`config.mk`:
```
export PLATFORM = sky130hd
export DESIGN_NAME = ppu_div
export DESIGN_NICKNAME = d
export VERILOG_FILES = /design/src/hdl/ppu_div.sv
export SDC_FILE = /design/constraint.sdc
export NUM_CORES = 1
export LEC_CHECK = 0
export ABC_CLOCK_PERIOD_IN_PS = 2850
export BUFFER_PORTS_ARGS = -buffer_cell sky130_fd_sc_hd__buf_2
export CAP_MARGIN = 5
export CORE_MARGIN = 1
export CORE_UTILIZATION = 51
export DETAILED_ROUTE_END_ITERATION = 7
export PLACE_DENSITY = 0.76
export RECOVER_POWER = 25
export SLEW_MARGIN = 20
export SYNTH_ARGS = -nofsm -noshare
export SYNTH_HDL_FRONTEND = slang
export SYNTH_SLANG_ARGS = --single-unit
```
`constraint.sdc`:
```
create_clock -name i_clk -period 2.85 [get_ports i_clk]
set_clock_uncertainty 0.15 [all_clocks]
set_input_delay 0.57 -clock i_clk [delete_from_list [all_inputs] [get_ports i_clk]]
set_output_delay 0.57 -clock i_clk [all_outputs]
set_load 0.05 [all_outputs]
```
`src/hdl/ppu_div.sv`:
```
// Iterative unsigned divider, one quotient bit per cycle.
module ppu_div (
    input  logic        i_clk,
    input  logic        i_rst_n,
    input  logic        i_start,
    input  logic [19:0] i_num,
    input  logic [15:0] i_den,
    output logic        o_done,
    output logic [19:0] o_quo
);
    logic [19:0] r_quo, n_quo;
    logic [20:0] r_rem, n_rem;
    logic [15:0] r_den;
    logic [4:0]  r_cnt;
    logic        r_busy;
    logic [20:0] w_try;

    always_comb begin
        w_try = {r_rem[19:0], r_quo[19]};
        n_quo = {r_quo[18:0], 1'b0};
        n_rem = w_try;
        if (w_try >= {5'd0, r_den}) begin
            n_rem = w_try - {5'd0, r_den};
            n_quo[0] = 1'b1;
        end
    end

    always_ff @(posedge i_clk) begin
        if (!i_rst_n) begin
            r_busy <= 1'b0;
            r_cnt <= '0;
            o_done <= 1'b0;
        end else begin
            o_done <= 1'b0;
            if (i_start) begin
                r_busy <= 1'b1;
                r_cnt <= 5'd20;
                r_quo <= i_num;
                r_rem <= '0;
                r_den <= i_den;
            end else if (r_busy) begin
                r_quo <= n_quo;
                r_rem <= n_rem;
                r_cnt <= r_cnt - 5'd1;
                if (r_cnt == 5'd1) begin
                    r_busy <= 1'b0;
                    o_done <= 1'b1;
                end
            end
        end
    end
    assign o_quo = r_quo;
endmodule

```
==> run_results.csv <==
group,metric,value,unit
outcome,run_status,"finished with violations",
synth,synth_edf_count,56,
outcome,violations,"negative setup slack",
drt,met2WireLength,3970,µm
sta,hold_ws,256,ps
drt,post_drt_wl_per_cell,15.8,µm
flow_run,cap_violations,0,
setup_path,rrSetupSlack,-40,ps
floorplanning,fp.dieH,86.8,µm
drt,drt-vias-per-instance,5.49,
place,hpwl,5770,µm
sta,tightest_slew,1060,ps
floorplanning,dieArea,7540,µm²
sta,rsz0062_at_grt,"true",
global_routing,grt_max_degree,36,
sta,slew_headroom,0.291,
drt,drcViolationCount,0,
min_path,hold_end,"r_den[14]$_DFFE_PP_",
global_routing,grt_use_total,0.217,
min_path,hold_depth,1,
synth,synth-seq-cells,63,
global_routing,antenna_found_initial,0,
synth,synth_area_leaders,"edfxtp_1 (46%), mux2_2 (6.4%), ha_1 (6.1%), dfxtp_1 (3.8%), nor2_1 (3.3%)",
cells_and_area,ff_latch_area,1820,µm²
global_routing,grt_overflow_total,0,
min_path,hp-class,"in -> reg",
synth,ys_types,59,
synth,avgSynthCellArea,11.4,µm²
synth,ys_seq_area_frac,0.496,
pwr,p_per_area,571,nW/µm²
synth,synth_top_cell_area_share,0.458,
synth,synthesis.nets,379,
clocking,cts_sinks,63,
clocking,cts_made_buffers,9,
setup_path,critPathRequiredTime,2790,ps
floorplanning,pin_count,60,
drt,vias,2740,
min_path,min-delay-start,"i_den[14]",
clocking,insertion_delay,330,ps
setup_path,cp.arrival,2830,ps
floorplanning,core_area,6870,µm²
cells_and_area,n_fill_cell,557,
floorplanning,initial_core_util,0.534,
clocking,clk_pin_slew,70,ps
drt,first_pass_iters,5,
floorplanning,die_w,86.8,µm
synth,synth_area,3670,µm²
setup_path,critPathMaxFanout,3,
synth,synth_ff_type,"edfxtp_1",
sta,fin_crit_sh,1.01,
sta,fmax,346,MHz
drt,maxUsedRoutingLayer,"met4",
drt,ant_nets,0,
place,dp_cells,481,
cells_and_area,fin_cells,499,
sta,setup_viol_count_final,1,
clocking,hold_buffers,0,
drt,met1Wirelength,3410,µm
setup_path,r2r_start,"o_quo[19]$_DFFE_PP_",
cells_and_area,multi_input_area,1710,µm²
clocking,clock_path_buffers,2,
drt,routed_wl,7860,µm
cells_and_area,n_antenna_cell,0,
clocking,cts_max_level,3,
synth,async_flop_share,0,
synth,syn_inst,321,
clocking,tritoncts,"built",
setup_path,reg2reg_to,"r_rem[18]$_SDFFCE_PP0P_",
synth,yosys_warnings,0,
setup_path,rr_worst_depth,10,
setup_path,worstSetupPathType,"reg -> reg",
sta,fin_crit,2890,ps
clocking,cts-root-buf,"clkbuf_8",
global_routing,grt_pass1_vias,2592,
setup_path,endpoint_kind,"flop",
place,routabilityCongestion,0.886,
floorplanning,rows,30,
sta,drv_slew,0,
sta,hold_violations,0,
pwr,leakage,1.83,nW
sta,worst_slack,-40.6,ps
cells_and_area,drive_above_1_share,0.320,
pwr,ir_drop,319,µV
drt,dr_wl_met3,347,µm
setup_path,crit_path_start_kind,"flop",
synth,yosysTopAreaCell,"edfxtp_1",
global_routing,grt_first_pass_wirelength,12200,µm
drt,drtIter0Drc,234,
cells_and_area,area_delta_synth_final,18.4,%
sta,totalNegativeSetupSlack,-40.6,ps
cells_and_area,nNetsFinal,456,
place,numPortBuffers,59,
==> how the worst max path moves through the flow <==
stage,slack (ps),from,end
after floorplan,-190,o_quo[19]$_DFFE_PP_,r_rem[18]$_SDFFCE_PP0P_
after global placement,90,o_quo[19]$_DFFE_PP_,r_rem[18]$_SDFFCE_PP0P_
after detailed placement,10,o_quo[19]$_DFFE_PP_,r_rem[18]$_SDFFCE_PP0P_
after CTS,-7,o_quo[19]$_DFFE_PP_,r_rem[18]$_SDFFCE_PP0P_
after global routing,-160,o_quo[19]$_DFFE_PP_,r_rem[18]$_SDFFCE_PP0P_
final,-40,o_quo[19]$_DFFE_PP_,r_rem[18]$_SDFFCE_PP0P_
==> through the flow <==
stage          cell area [µm²]  total power (W)  setup WS, ps  utilization
3_5_place_dp              4150          0.00182          9.61        0.604
3_3_place_gp              4150          0.00180          89.0        0.604
2_1_floorplan             3680          0.00166          -186            -
6_report                  4350          0.00248         -40.6        0.633
4_1_cts                   4320          0.00249         -6.54        0.629
5_1_grt                   4350          0.00261          -163        0.633
==> state kept, by name (all words and copies together), names as in the netlist <==
name and count:
o_done 1, r_busy 1, r_rem 20, r_cnt 5, o_quo 20, r_den 16
==> cell usage after synthesis (7+ instances only) <==
library cell and number:
xor2_1 7, mux2_2 21, edfxtp_1 56, o211ai_1 8
nor2_1 32, o21ai_0 10, ha_1 18, dfxtp_1 7
nand2_1 17, inv_1 23, a21oi_1 13, a21o_1 7
mux2i_1 8
==> worst max-delay path, cell delays in order (launching register included) <==
cell and delay [ps]:
edfxtp_1 410, inv_2 90, ha_4 130, inv_2 30, fa_2 340, a211o_1 330, a211oi_2 280, nor3_2 90
o21ba_2 220, and4bb_1 280, mux2_4 300
==> what timing repair did <==
| item | 4_1_cts | 5_1_grt |
|---|---|---|
| resized for setup | 2 | 4 |
| endpoints found under the hold margin | 0 | 0 |
| pin swaps | 0 | 6 |
| setup endpoints to repair | 1 | 3 |
| buffers inserted | 0 | 2 |
==> layer usage <==
layer / vias to the layer above / track usage
li1: 1355 / -
met3: 13 / 0.0562
met5: - / 0
met1: 1301 / 0.281
met4: 0 / 0.0727
met2: 71 / 0.354
==> cell type report <==
class,instances,share of cell area
Sequential cell,63,0.419
Multi-Input combinational cell,221,0.393
Timing Repair Buffer,79,0.101
Clock buffer,11,0.0302
Tap cell,96,0.0276
Inverter,24,0.0207
Clock inverter,5,0.00806
==> kinds of logic after synthesis <==
family,after synthesis,share of synthesized area
flip-flops,63,0.496
AO/OA/AOI/OAI,74,0.153
multiplexers,30,0.0903
buffers and inverters,37,0.0463
XOR/XNOR,13,0.0310
adder cells (fa/ha/maj),19,0.0668
AND/OR/NAND/NOR,85,0.116
==> power breakdown <==
part	switching, W	internal [W]	total [W]
clock	0.000343	0.000316	0.000659
sequential	0.0000413	0.00110	0.00114
combinational	0.000398	0.000284	0.000682
total	0.000783	0.00170	0.00248
==> cell usage in the layout, fill, tap and decap left out, types with 3 or more instances in the layout <==
cell type and n:
buf_2 57, edfxtp_1 56, nor2_1 32, inv_1 21, mux2_2 20, buf_4 19, nand2_1 17, ha_1 17
a21oi_1 13, o21ai_0 10, clkbuf_8 9, o211ai_1 8, mux2i_1 8, a21o_1 7, xor2_1 7, dfxtp_1 7
nand3_1 6, a211oi_1 6, xnor2_1 6, clkbuf_1 5, o21a_1 4, nor3_1 4, o2111ai_1 4, nor2b_1 3
nand4_1 3, or3_1 3, a21boi_0 3
No activity file was read; power rests on OpenSTA's default activity.
